## src/rtl/fhd_pkg.sv

```systemverilog
// Shared types and constants for the fixed-header frame deframer.
// Used by fhd_parser and fixed_header_frame_deframer; no dependencies.
`default_nettype none

package fhd_pkg;

    localparam int unsigned MAX_PAYLOAD_DEF = 65536;
    localparam int unsigned ID_BYTES_DEF    = 32;

    localparam int unsigned CNT_W   = 17;
    localparam int unsigned VALUE_W = 17;
    localparam int unsigned POS_W   = 16;
    localparam int unsigned LIMIT_W = 17;

    localparam logic [LIMIT_W-1:0] LIMIT_RESET = 17'h10000;
    localparam logic [VALUE_W-1:0] VALUE_SAT   = 17'h1FFFF;

    localparam logic [7:0] HDR_BYTE0 = 8'hFF;
    localparam logic [7:0] HDR_BYTE1 = 8'hFE;
    localparam logic [7:0] TAIL_BYTE = 8'hFF;

    typedef enum logic [2:0] {
        PH_HUNT = 3'd0,
        PH_TYPE = 3'd1,
        PH_SRC  = 3'd2,
        PH_DST  = 3'd3,
        PH_LEN  = 3'd4,
        PH_DATA = 3'd5,
        PH_TAIL = 3'd6
    } phase_t;

    localparam logic [2:0] SEC_TYPE = 3'd0;
    localparam logic [2:0] SEC_SRC  = 3'd1;
    localparam logic [2:0] SEC_DST  = 3'd2;
    localparam logic [2:0] SEC_LEN  = 3'd3;
    localparam logic [2:0] SEC_DATA = 3'd4;
    localparam logic [2:0] SEC_END  = 3'd5;

    localparam logic [1:0] ST_OK       = 2'd0;
    localparam logic [1:0] ST_BAD_TAIL = 2'd1;
    localparam logic [1:0] ST_BAD_LEN  = 2'd2;

    typedef struct packed {
        logic [2:0]         section;
        logic [VALUE_W-1:0] value;
        logic [POS_W-1:0]   position;
        logic [1:0]         status;
        logic               last;
    } result_t;

endpackage

`default_nettype wire

```

## src/rtl/fhd_parser.sv

```systemverilog
// Frame parser: phase state machine, counters and gather register.
// Consumes one byte per step and forms at most one result. Uses fhd_pkg.
`default_nettype none

module fhd_parser #(
    parameter int unsigned MAX_PAYLOAD = fhd_pkg::MAX_PAYLOAD_DEF,
    parameter int unsigned ID_BYTES    = fhd_pkg::ID_BYTES_DEF
) (
    input  wire logic                         clk,
    input  wire logic                         rst_n,
    input  wire logic                         step,
    input  wire logic [7:0]                   step_byte,
    input  wire logic [fhd_pkg::LIMIT_W-1:0]  payload_limit,
    output logic                              res_valid,
    output fhd_pkg::result_t                  res
);

    localparam logic [fhd_pkg::CNT_W-1:0] ID_COUNT  = fhd_pkg::CNT_W'(ID_BYTES);
    localparam logic [31:0]               MAX_LIMIT = 32'(MAX_PAYLOAD);

    fhd_pkg::phase_t             phase_reg, phase_next;
    logic                        seen_ff_reg, seen_ff_next;
    logic [fhd_pkg::CNT_W-1:0]   byte_count_reg, byte_count_next;
    logic [31:0]                 gather_word_reg, gather_word_next;
    logic [fhd_pkg::CNT_W-1:0]   frame_length_reg, frame_length_next;
    logic                        tail_bad_reg, tail_bad_next;

    logic [fhd_pkg::CNT_W-1:0]   cnt_inc;
    logic [31:0]                 gathered;
    logic [31:0]                 eff_limit;
    logic                        len_bad;
    logic                        tail_bad_now;

    assign cnt_inc = byte_count_reg + 1'b1;

    // Little-endian byte insert; type uses lanes 0-1, length lanes 0-3
    always_comb
    begin
        gathered = gather_word_reg;
        case (byte_count_reg[1:0])
            2'd0: gathered[7:0]   = gather_word_reg[7:0]   | step_byte;
            2'd1: gathered[15:8]  = gather_word_reg[15:8]  | step_byte;
            2'd2: gathered[23:16] = gather_word_reg[23:16] | step_byte;
            default: gathered[31:24] = gather_word_reg[31:24] | step_byte;
        endcase
    end

    assign eff_limit = ({15'd0, payload_limit} > MAX_LIMIT) ? MAX_LIMIT
                                                            : {15'd0, payload_limit};
    assign len_bad      = gathered[31] || (gathered > eff_limit);
    assign tail_bad_now = tail_bad_reg || (step_byte != fhd_pkg::TAIL_BYTE);

    always_comb
    begin
        phase_next        = phase_reg;
        seen_ff_next      = seen_ff_reg;
        byte_count_next   = byte_count_reg;
        gather_word_next  = gather_word_reg;
        frame_length_next = frame_length_reg;
        tail_bad_next     = tail_bad_reg;
        res_valid         = 1'b0;
        res               = '0;

        unique case (phase_reg)
            fhd_pkg::PH_HUNT:
            begin
                if (seen_ff_reg && step_byte == fhd_pkg::HDR_BYTE1)
                begin
                    seen_ff_next     = 1'b0;
                    phase_next       = fhd_pkg::PH_TYPE;
                    byte_count_next  = '0;
                    gather_word_next = '0;
                end
                else
                begin
                    seen_ff_next = (step_byte == fhd_pkg::HDR_BYTE0);
                end
            end
            fhd_pkg::PH_TYPE:
            begin
                gather_word_next = gathered;
                byte_count_next  = cnt_inc;
                if (byte_count_reg[0])
                begin
                    res_valid       = 1'b1;
                    res.section     = fhd_pkg::SEC_TYPE;
                    res.value       = {1'b0, gathered[15:0]};
                    phase_next      = fhd_pkg::PH_SRC;
                    byte_count_next = '0;
                end
            end
            fhd_pkg::PH_SRC, fhd_pkg::PH_DST:
            begin
                res_valid       = 1'b1;
                res.section     = (phase_reg == fhd_pkg::PH_SRC) ? fhd_pkg::SEC_SRC
                                                                 : fhd_pkg::SEC_DST;
                res.value       = {9'd0, step_byte};
                res.position    = byte_count_reg[fhd_pkg::POS_W-1:0];
                byte_count_next = cnt_inc;
                if (cnt_inc >= ID_COUNT)
                begin
                    byte_count_next  = '0;
                    gather_word_next = '0;
                    phase_next       = (phase_reg == fhd_pkg::PH_SRC) ? fhd_pkg::PH_DST
                                                                      : fhd_pkg::PH_LEN;
                end
            end
            fhd_pkg::PH_LEN:
            begin
                gather_word_next = gathered;
                byte_count_next  = cnt_inc;
                if (byte_count_reg[1:0] == 2'd3)
                begin
                    res_valid   = 1'b1;
                    res.section = fhd_pkg::SEC_LEN;
                    if (len_bad)
                    begin
                        res.value        = (gathered > 32'(fhd_pkg::VALUE_SAT))
                                           ? fhd_pkg::VALUE_SAT
                                           : gathered[fhd_pkg::VALUE_W-1:0];
                        res.status       = fhd_pkg::ST_BAD_LEN;
                        res.last         = 1'b1;
                        phase_next       = fhd_pkg::PH_HUNT;
                        seen_ff_next     = 1'b0;
                        byte_count_next  = '0;
                        gather_word_next = '0;
                        tail_bad_next    = 1'b0;
                    end
                    else
                    begin
                        // good length is at most the 17-bit limit
                        frame_length_next = gathered[fhd_pkg::CNT_W-1:0];
                        res.value         = gathered[fhd_pkg::VALUE_W-1:0];
                        byte_count_next   = '0;
                        tail_bad_next     = 1'b0;
                        phase_next        = (gathered == 32'd0) ? fhd_pkg::PH_TAIL
                                                                : fhd_pkg::PH_DATA;
                    end
                end
            end
            fhd_pkg::PH_DATA:
            begin
                res_valid       = 1'b1;
                res.section     = fhd_pkg::SEC_DATA;
                res.value       = {9'd0, step_byte};
                res.position    = byte_count_reg[fhd_pkg::POS_W-1:0];
                byte_count_next = cnt_inc;
                if (cnt_inc >= frame_length_reg)
                begin
                    byte_count_next = '0;
                    tail_bad_next   = 1'b0;
                    phase_next      = fhd_pkg::PH_TAIL;
                end
            end
            fhd_pkg::PH_TAIL:
            begin
                tail_bad_next = tail_bad_now;
                if (byte_count_reg == '0)
                begin
                    byte_count_next = {{(fhd_pkg::CNT_W-1){1'b0}}, 1'b1};
                end
                else
                begin
                    res_valid        = 1'b1;
                    res.section      = fhd_pkg::SEC_END;
                    res.status       = tail_bad_now ? fhd_pkg::ST_BAD_TAIL : fhd_pkg::ST_OK;
                    res.last         = 1'b1;
                    phase_next       = fhd_pkg::PH_HUNT;
                    seen_ff_next     = 1'b0;
                    byte_count_next  = '0;
                    gather_word_next = '0;
                    tail_bad_next    = 1'b0;
                end
            end
            default:
            begin
                phase_next       = fhd_pkg::PH_HUNT;
                seen_ff_next     = 1'b0;
                byte_count_next  = '0;
                gather_word_next = '0;
                tail_bad_next    = 1'b0;
            end
        endcase
    end

    always_ff @(posedge clk or negedge rst_n)
    begin
        if (!rst_n)
        begin
            phase_reg        <= fhd_pkg::PH_HUNT;
            seen_ff_reg      <= 1'b0;
            byte_count_reg   <= '0;
            gather_word_reg  <= '0;
            frame_length_reg <= '0;
            tail_bad_reg     <= 1'b0;
        end
        else if (step)
        begin
            phase_reg        <= phase_next;
            seen_ff_reg      <= seen_ff_next;
            byte_count_reg   <= byte_count_next;
            gather_word_reg  <= gather_word_next;
            frame_length_reg <= frame_length_next;
            tail_bad_reg     <= tail_bad_next;
        end
    end

endmodule

`default_nettype wire

```

## src/rtl/fixed_header_frame_deframer.sv

```systemverilog
// Top level of the fixed-header frame deframer: input register, limit register,
// output register around fhd_parser. Uses fhd_pkg and fhd_parser.
//
//   channel   signals                                   dir   request
//   in        in_valid in_stall in_byte                 in    one received byte
//   out       out_valid out_stall section value         out   one result
//             position status last
//   cfg       cfg_wen cfg_wdata                         in    payload_limit write
//
// One byte per cycle sustained while the output is not stalled; a taken byte is
// held in the input register, then the parser feeds its result into the
// output register. Bytes that make no result (header, gathered bytes, first
// tail byte) leave the output register untouched. Reset clears the frame search
// and sets the limit to 65536. A stalled output holds the pipe; input stall
// follows at once.
`default_nettype none

module fixed_header_frame_deframer #(
    parameter int unsigned MAX_PAYLOAD = fhd_pkg::MAX_PAYLOAD_DEF,
    parameter int unsigned ID_BYTES    = fhd_pkg::ID_BYTES_DEF
) (
    input  wire logic                         clk,
    input  wire logic                         rst_n,
    input  wire logic                         in_valid,
    output logic                              in_stall,
    input  wire logic [7:0]                   in_byte,
    output logic                              out_valid,
    input  wire logic                         out_stall,
    output logic [2:0]                        section,
    output logic [fhd_pkg::VALUE_W-1:0]       value,
    output logic [fhd_pkg::POS_W-1:0]         position,
    output logic [1:0]                        status,
    output logic                              last,
    input  wire logic                         cfg_wen,
    input  wire logic [fhd_pkg::LIMIT_W-1:0]  cfg_wdata
);

    logic                          in_valid_reg, in_valid_next;
    logic [7:0]                    in_byte_reg;
    logic                          out_valid_reg, out_valid_next;
    fhd_pkg::result_t              out_reg;
    logic [fhd_pkg::LIMIT_W-1:0]   limit_reg;

    logic                          can_load;
    logic                          advance;
    logic                          in_take;
    logic                          res_valid;
    fhd_pkg::result_t              res;

    assign can_load = !out_valid_reg || !out_stall;
    assign advance  = in_valid_reg && can_load;
    assign in_stall = in_valid_reg && !can_load;
    assign in_take  = in_valid && !in_stall;

    assign in_valid_next  = in_take ? 1'b1 : (advance ? 1'b0 : in_valid_reg);
    assign out_valid_next = advance ? res_valid : (out_valid_reg && out_stall);

    fhd_parser #(
        .MAX_PAYLOAD (MAX_PAYLOAD),
        .ID_BYTES    (ID_BYTES)
    ) u_parser (
        .clk           (clk),
        .rst_n         (rst_n),
        .step          (advance),
        .step_byte     (in_byte_reg),
        .payload_limit (limit_reg),
        .res_valid     (res_valid),
        .res           (res)
    );

    always_ff @(posedge clk or negedge rst_n)
    begin
        if (!rst_n)
        begin
            in_valid_reg  <= 1'b0;
            out_valid_reg <= 1'b0;
            limit_reg     <= fhd_pkg::LIMIT_RESET;
        end
        else
        begin
            in_valid_reg  <= in_valid_next;
            out_valid_reg <= out_valid_next;
            if (cfg_wen)
            begin
                limit_reg <= cfg_wdata;
            end
        end
    end

    always_ff @(posedge clk)
    begin
        if (in_take)
        begin
            in_byte_reg <= in_byte;
        end
        if (advance && res_valid)
        begin
            out_reg <= res;
        end
    end

    assign out_valid = out_valid_reg;
    assign section   = out_reg.section;
    assign value     = out_reg.value;
    assign position  = out_reg.position;
    assign status    = out_reg.status;
    assign last      = out_reg.last;

endmodule

`default_nettype wire
```

## config.mk

```make
export PLATFORM = sky130hd
export DESIGN_NAME = fixed_header_frame_deframer
export DESIGN_NICKNAME = d
export VERILOG_FILES = /design/src/rtl/fhd_pkg.sv /design/src/rtl/fhd_parser.sv /design/src/rtl/fixed_header_frame_deframer.sv
export SDC_FILE = /design/constraint.sdc
export NUM_CORES = 1
export LEC_CHECK = 0
export ABC_AREA = 1
export BUFFER_PORTS_ARGS = -buffer_cell sky130_fd_sc_hd__clkbuf_2
export CORE_UTILIZATION = 63
export CTS_CLUSTER_SIZE = 30
export DETAILED_ROUTE_END_ITERATION = 7
export MAX_ROUTING_LAYER = met4
export PLACE_DENSITY = 0.87
export SLEW_MARGIN = 20
export SYNTH_ARGS = -nofsm -noshare
export SYNTH_HDL_FRONTEND = slang
export SYNTH_SLANG_ARGS = --single-unit
```

## constraint.sdc

```tcl
create_clock -name clk -period 5.9 [get_ports clk]
set_input_delay 0 -clock clk [delete_from_list [all_inputs] [get_ports clk]]
set_output_delay 0 -clock clk [all_outputs]
set_load 0.01 [all_outputs]
```

==> impl_metrics.yaml, run 1 <==
run_status:
  outcome: "finished, final reports clean"
detailed_routing:
  drt_iter0_markers: 875
  wl_um: 20900
  viasPerCell: 5.70
  drc: 0
  drt_pass1_iterations: 5
  vias: 7178
  wl_per_cell_um: 16.6
  detail-route-antenna-nets: 0
worst_setup_path:
  endpoint_kind: "flip-flop"
  critPathMaxFanout: 34
  cpMostUsedCell: "nand2_1"
  max_stage_delay_ns: 0.66
  cp_slowest_cell: "a21oi_1"
  crit_buf_inv: 2
  arrival_ns: 4.36
  crit_family: "simple AND/OR/NAND/NOR gates"
  path_class: "flip-flop to flip-flop"
  crit_path_start_kind: "flip-flop"
  crit_chain: "inv_1 > ha_1 > a21oi_1 > inv_1 > ha_1 > nand2_1 > nor2_1 > nand2_1 > nor3_1 > nand3_1 > nand2_2 > nand2_1 > o21ai_0"
  required_ns: 6.22
floorplan:
  die_w_um: 114
  die_h_um: 114
  dieArea_mm2: 0.0129
  ios: 71
  initial_core_util_pct: 65.0
  design.core.area_mm2: 0.0121
  rows: 40
power_and_ir_drop:
  p_seq_share_pct: 33.1
  power_frac_comb_pct: 39.2
  switchingPower_mw: 1.60
  ir_drop_mv: 0.246
  power_frac_clock_pct: 27.7
  swShare_pct: 42.1
  p_int_mw: 2.20
  powerDensity_mw_per_mm2: 415
  leakage_nw: 4.54
  p_total_mw: 3.80
logic_synthesis:
  synthFlopType: "dfrtp_1"
  synth_seq_cells: 137
  ys_warn_count: 0
  postSynthAreaPerCell_um2: 7.96
  synth_top_cell_by_area: "dfrtp_1"
  synthArstFlopShare_pct: 65.7
  synth_area_mm2: 0.00784
  ys_seq_area_share_pct: 46.8
  syn_nets: 1054
  yosysUniqueCellTypes: 39
  synth_top_area_share_pct: 28.4
  synth.area.top_cells: "dfrtp_1, edfxtp_1, nand2_1, ha_1, inv_1"
  synth_edf_count: 47
  synthCells: 984
layout:
  diodes: 0
  final_nets: 1148
  area_growth_pct: 16.8
  largest_reg_flops: 32
  drive_above_1_share_pct: 14.8
cts:
  cts-root-buf: "clkbuf_16"
  clock-sinks: 137
  clk_pin_slew_worst_paths_ns: 0.06
  cts_max_level: 4
  cts_buffer_depth: 2
  cts_resized: 0
  clk_latency_ns: 0.43
  numCtsBuffers: 17
  cts_tree: "done"
grt:
  grt_max_degree: 59
  overflow: 0
  grt_pass1_vias: 6977
  track_usage_pct: 36.0
  antenna_found_initial: 0
  grt_pass1_wl_um: 34200
sta:
  rsz0062_at_grt: "false"
  slew_headroom_pct: 30.0
  setup_violations: 0
  hold_viol_final: 0
  slew_viol_final: 0
  fmax_mhz: 248
  fin_crit_sh_pct: 68.3
  worst_pin_slew_ns: 1.05
  skew_ns: 0.0147
  tns_ns: 0
  period_minus_slack_ns: 4.03
placement:
  io_buffers: 70
  dpl.hpwl_um: 14000
  place_congestion: 0.968
hold_path:
  min_path_type: "primary input to flip-flop"
flow_run:
  drv_cap: 0
path summary, 6_finish.rpt:
| check | end | slack (ns) | startpoint | cells past startpoint |
|---|---|---|---|---|
| hold reg to reg | u_parser.gather_word_reg[9]$_DFFE_PN0P_ | 0.48 | u_parser.gather_word_reg[9]$_DFFE_PN0P_ | 2 |
| min in group asynchronous | limit_reg[13]$_DFFE_PN0P_ | 0.12 | rst_n | 2 |
| hold / removal | limit_reg[16]$_DFFE_PN1P_ | 0.08 | cfg_wen | 3 |
| max in group asynchronous | u_parser.byte_count_reg[6]$_DFFE_PN0P_ | 4.73 | rst_n | 3 |
| setup / recovery | u_parser.frame_length_reg[0]$_DFFE_PN0P_ | 1.87 | u_parser.byte_count_reg[1]$_DFFE_PN0P_ | 13 |
| setup reg to reg | u_parser.frame_length_reg[0]$_DFFE_PN0P_ | 1.87 | u_parser.byte_count_reg[1]$_DFFE_PN0P_ | 13 |
cell usage in the layout (no fill, tap or decap), drive strengths merged, types with 28 or more instances in the layout:
cell and n:
nor2 105, o21ai 49, nand3 34, ha 40, inv 107, dlygate4sd3 28
nand2 364, dfrtp 89, clkbuf 88, edfxtp 47, a21oi 38
synth_stat cells (all sizes together), types with 14 or more instances:
| cell | instances |
|---|---|
| nand4 | 16 |
| mux2 | 15 |
| nor2 | 105 |
| nand3 | 34 |
| inv | 104 |
| edfxtp | 47 |
| nand2 | 364 |
| o21ai | 49 |
| o211ai | 14 |
| dfrtp | 89 |
| ha | 40 |
| a21oi | 38 |
| nor3 | 16 |
kinds of logic (layout without fill, tap and decap cells):
group / after synthesis / count (layout) / share of synthesized area [%]
buffers and inverters: 133 / 240 / 6.86
multiplexers: 15 / 15 / 2.16
flip-flops: 137 / 137 / 46.8
XOR/XNOR: 3 / 3 / 0.431
AO/OA/AOI/OAI: 116 / 116 / 8.30
adder cells (fa/ha/maj): 40 / 40 / 6.39
AND/OR/NAND/NOR: 540 / 540 / 29.1
stage by stage:
| step | cells | cell area (um^2) | util [%] | hold WS (ns) | setup WS [ns] |
|---|---|---|---|---|---|
| after floorplan | 984 | 7840 | - | -0.296 | 2.08 |
| after global placement | 1199 | 8300 | 68.8 | 0.0302 | 2.32 |
| after detailed placement | 1199 | 8300 | 68.8 | 0.0282 | 2.19 |
| after CTS | 1259 | 9160 | 75.9 | 0.0598 | 2.09 |
| after global routing | 1259 | 9160 | 75.9 | 0.143 | 1.58 |
| final | 1259 | 9160 | 75.9 | 0.0805 | 1.87 |
final cells by class:
class | count | area [um^2]
Tap cell | 168 | 210
Clock buffer | 19 | 433
Inverter | 108 | 405
Clock inverter | 13 | 144
Timing Repair Buffer | 100 | 648
Fill cell | 830 | 2910
Sequential cell | 137 | 3660
Multi-Input combinational cell | 714 | 3650
worst reg2reg max path, cell delays in order (launching register included):
cell,delay [ns]
dfrtp_1,0.47
inv_1,0.13
ha_1,0.31
a21oi_1,0.67
inv_1,0.20
ha_1,0.37
nand2_1,0.07
nor2_1,0.14
nand2_1,0.10
nor3_1,0.18
nand3_1,0.13
nand2_2,0.16
nand2_1,0.59
o21ai_0,0.41
routing by layer:
layer  track usage [%]  up-vias  share of wire (%)
met3              9.78       78                9.8
met1              43.9     3316                 40
met5                 -        -                  0
met2              56.4      417                 47
li1                  -     3367                  -
met4              15.8        0                3.6
power by group through the flow:
stage               registers [mW]  clock network [mW]  logic (mW)
CTS                           1.25                1.05        1.44
finish                        1.26                1.05        1.49
global placement              1.26                   0        1.37
floorplan                     1.29                   0       0.994
detailed placement            1.27                   0        1.40
global route                  1.27                1.09        1.63
repair_timing:
item                      CTS  global route
setup buffers               0             0
hold endpoints to repair   70             0
hold buffers               28             0
(Power assumes the default switching activity.)
==> run 2, diff against run 1 <==
- CORE_UTILIZATION: 63 -> 54
- PLACE_DENSITY: 0.87 -> 0.79
- clock period: 5.9 -> 3.4 ns (I/O delays scaled with it)
==> run 2 against run 1 <==
Net effect:
- count of clock-buffer cells in the layout is 2 higher
- via count is 1.7% higher
- routed wire length is 3.4% higher
- combinational power is 92% higher
- sequential share of layout area is 1.6 points lower
- first-iteration DRC count is 5.0% higher
- register-to-register slack worse by 1.6 ns
- non-clock buffer count is 33 higher
- worst setup slack worse by 1.6 ns
- sequential power is 73% higher
- largest cell class is now multi-input combinational cells
==> impl_metrics.yaml, run 2 (same netlist as run 1, synthesis figures left out) <==
placement:
  io_buffers: 70
  place_area_mm2: 0.00859
  dpl.hpwl_um: 15200
  place_congestion: 0.962
layout:
  largest_reg_flops: 32
  final_util_pct: 67.9
  diodes: 0
  drive_above_1_share_pct: 18.1
  final_cell_mix: "nand2_1, inv_1, nor2_1, dfrtp_1, clkbuf_2"
  final_nets: 1181
  area_growth_pct: 21.7
  final_common_cell: "nand2_1"
  fin_area_mm2: 0.00954
worst_setup_path:
  critPathMaxFanout: 17
  r2r-end: "value[13]$_DFFE_PP_"
  endpoint_kind: "flip-flop"
  cpMostUsedCell: "nand2_1"
  max_stage_delay_ns: 0.41
  rr_worst_depth: 17
  crit_chain: "nor4_2 > nand4_1 > nand2_2 > buf_4 > nand2_1 > ha_1 > a21oi_1 > o21ai_0 > a21oi_1 > nand2_1 > nand2_1 > nand2_1 > nand2_2 > nor2_1 > nand2_1 > buf_12 > o21ai_0"
  crit_path_start_kind: "flip-flop"
  rr_startpoint: "limit_reg[12]$_DFFE_PN0P_"
  required_ns: 3.55
  path_class: "flip-flop to flip-flop"
  arrival_ns: 3.28
  r2r_slack_ns: 0.26
  cp_slowest_cell: "dfrtp_1"
detailed_routing:
  drt_pass1_iterations: 6
  vias: 7300
  drc: 0
  wl_um: 21600
  detail-route-antenna-nets: 0
  viasPerCell: 5.60
  drt_iter0_markers: 919
  wl_per_cell_um: 16.6
floorplan:
  die_h_um: 122
  design.core.area_mm2: 0.0140
  die_w_um: 122
  ios: 71
  initial_core_util_pct: 55.8
  dieArea_mm2: 0.0150
  rows: 43
flow_run:
  drv_cap: 0
power_and_ir_drop:
  leakage_nw: 4.74
  ir_drop_mv: 0.501
  powerDensity_mw_per_mm2: 731
grt:
  track_usage_pct: 32.0
  antenna_found_initial: 0
  grt_max_degree: 59
  grt_pass1_wl_um: 35400
  overflow: 0
  grt_pass1_vias: 7146
cts:
  numCtsBuffers: 17
  clk_pin_slew_worst_paths_ns: 0.06
  clk_latency_ns: 0.43
  cts_max_level: 4
  cts_tree: "done"
  cts-root-buf: "clkbuf_16"
  cts_buffer_depth: 2
  clock-sinks: 137
sta:
  period_minus_slack_ns: 3.14
  setup_violations: 0
  skew_ns: 0.00792
  slew_headroom_pct: 57.1
  hold_viol_final: 0
  worst_pin_slew_ns: 0.644
  slew_viol_final: 0
  fmax_mhz: 319
  tns_ns: 0
  fin_crit_sh_pct: 92.2
hold_path:
  min_path_type: "primary input to asynchronous set/reset pin"
run_status:
  outcome: "finished, final reports clean"
run 2: layer usage:
layer / up-vias / wire length [um] / global-route usage, %
met5: - / 0 / -
met4: 0 / 664 / 13.0
met3: 70 / 1770 / 6.69
met2: 345 / 10300 / 50.2
met1: 3440 / 8860 / 40.5
li1: 3445 / - / -
run 2: metrics by stage:
step                      hold WS [ns]  setup WS (ns)  power (mW)  instances
final                           0.0333          0.264        6.98       1304
after global routing            0.0804       -0.00320        7.38       1304
after CTS                       0.0365         0.0361        6.90       1301
after detailed placement       -0.0566        -0.0247        4.91       1241
after global placement         -0.0575         0.0366        4.84       1241
after floorplan                 -0.296          0.411        3.95        984
run 2: worst max-delay path by stage:
stage | start | slack (ns) | cells after the start | to
global placement | u_parser.byte_count_reg[0]$_DFFE_PN0P_ | 0.04 | 22 | u_parser.byte_count_reg[9]$_DFFE_PN0P_
global route | limit_reg[4]$_DFFE_PN0P_ | -0.003 | 16 | value[15]$_DFFE_PP_
finish | limit_reg[12]$_DFFE_PN0P_ | 0.26 | 17 | value[13]$_DFFE_PP_
floorplan | u_parser.phase_reg[1]$_DFFE_PN0P_ | 0.41 | 7 | last$_DFFE_PP_
CTS | u_parser.byte_count_reg[1]$_DFFE_PN0P_ | 0.04 | 22 | u_parser.byte_count_reg[3]$_DFFE_PN0P_
detailed placement | u_parser.byte_count_reg[0]$_DFFE_PN0P_ | -0.02 | 22 | u_parser.byte_count_reg[9]$_DFFE_PN0P_
run 2: worst max-delay path, delay by kind of cell (launching register included):
kind	cells	cell delay, ns
simple gates	10	1.25
compound gates	4	0.54
flops	1	0.41
buf+inv	2	0.33
fa+ha+maj	1	0.29
run 2: power by group:
group	internal (mW)	total (mW)	switching (mW)	leakage [nW]
Sequential	2.02	2.18	0.168	1.66
Combinational	0.934	2.86	1.93	2.78
Clock	1.20	1.93	0.738	0.305
Total	4.15	6.98	2.83	4.74
run 2: layout make-up:
cell class              count  area [um^2]
clock buffers              21          493
clock inverters            11          131
fillers                  1084         4500
inverters                 108          405
multi-input cells         714         3670
flip-flops and latches    137         3670
well taps                 180          225
repair buffers            133          946
run 2: what timing repair did:
item,4_1_cts,5_1_grt
resized for setup,1,7
hold buffers,28,0
pin swaps,0,1
endpoints found under the setup margin,6,57
setup buffers,0,3
endpoints found under the hold margin,113,0
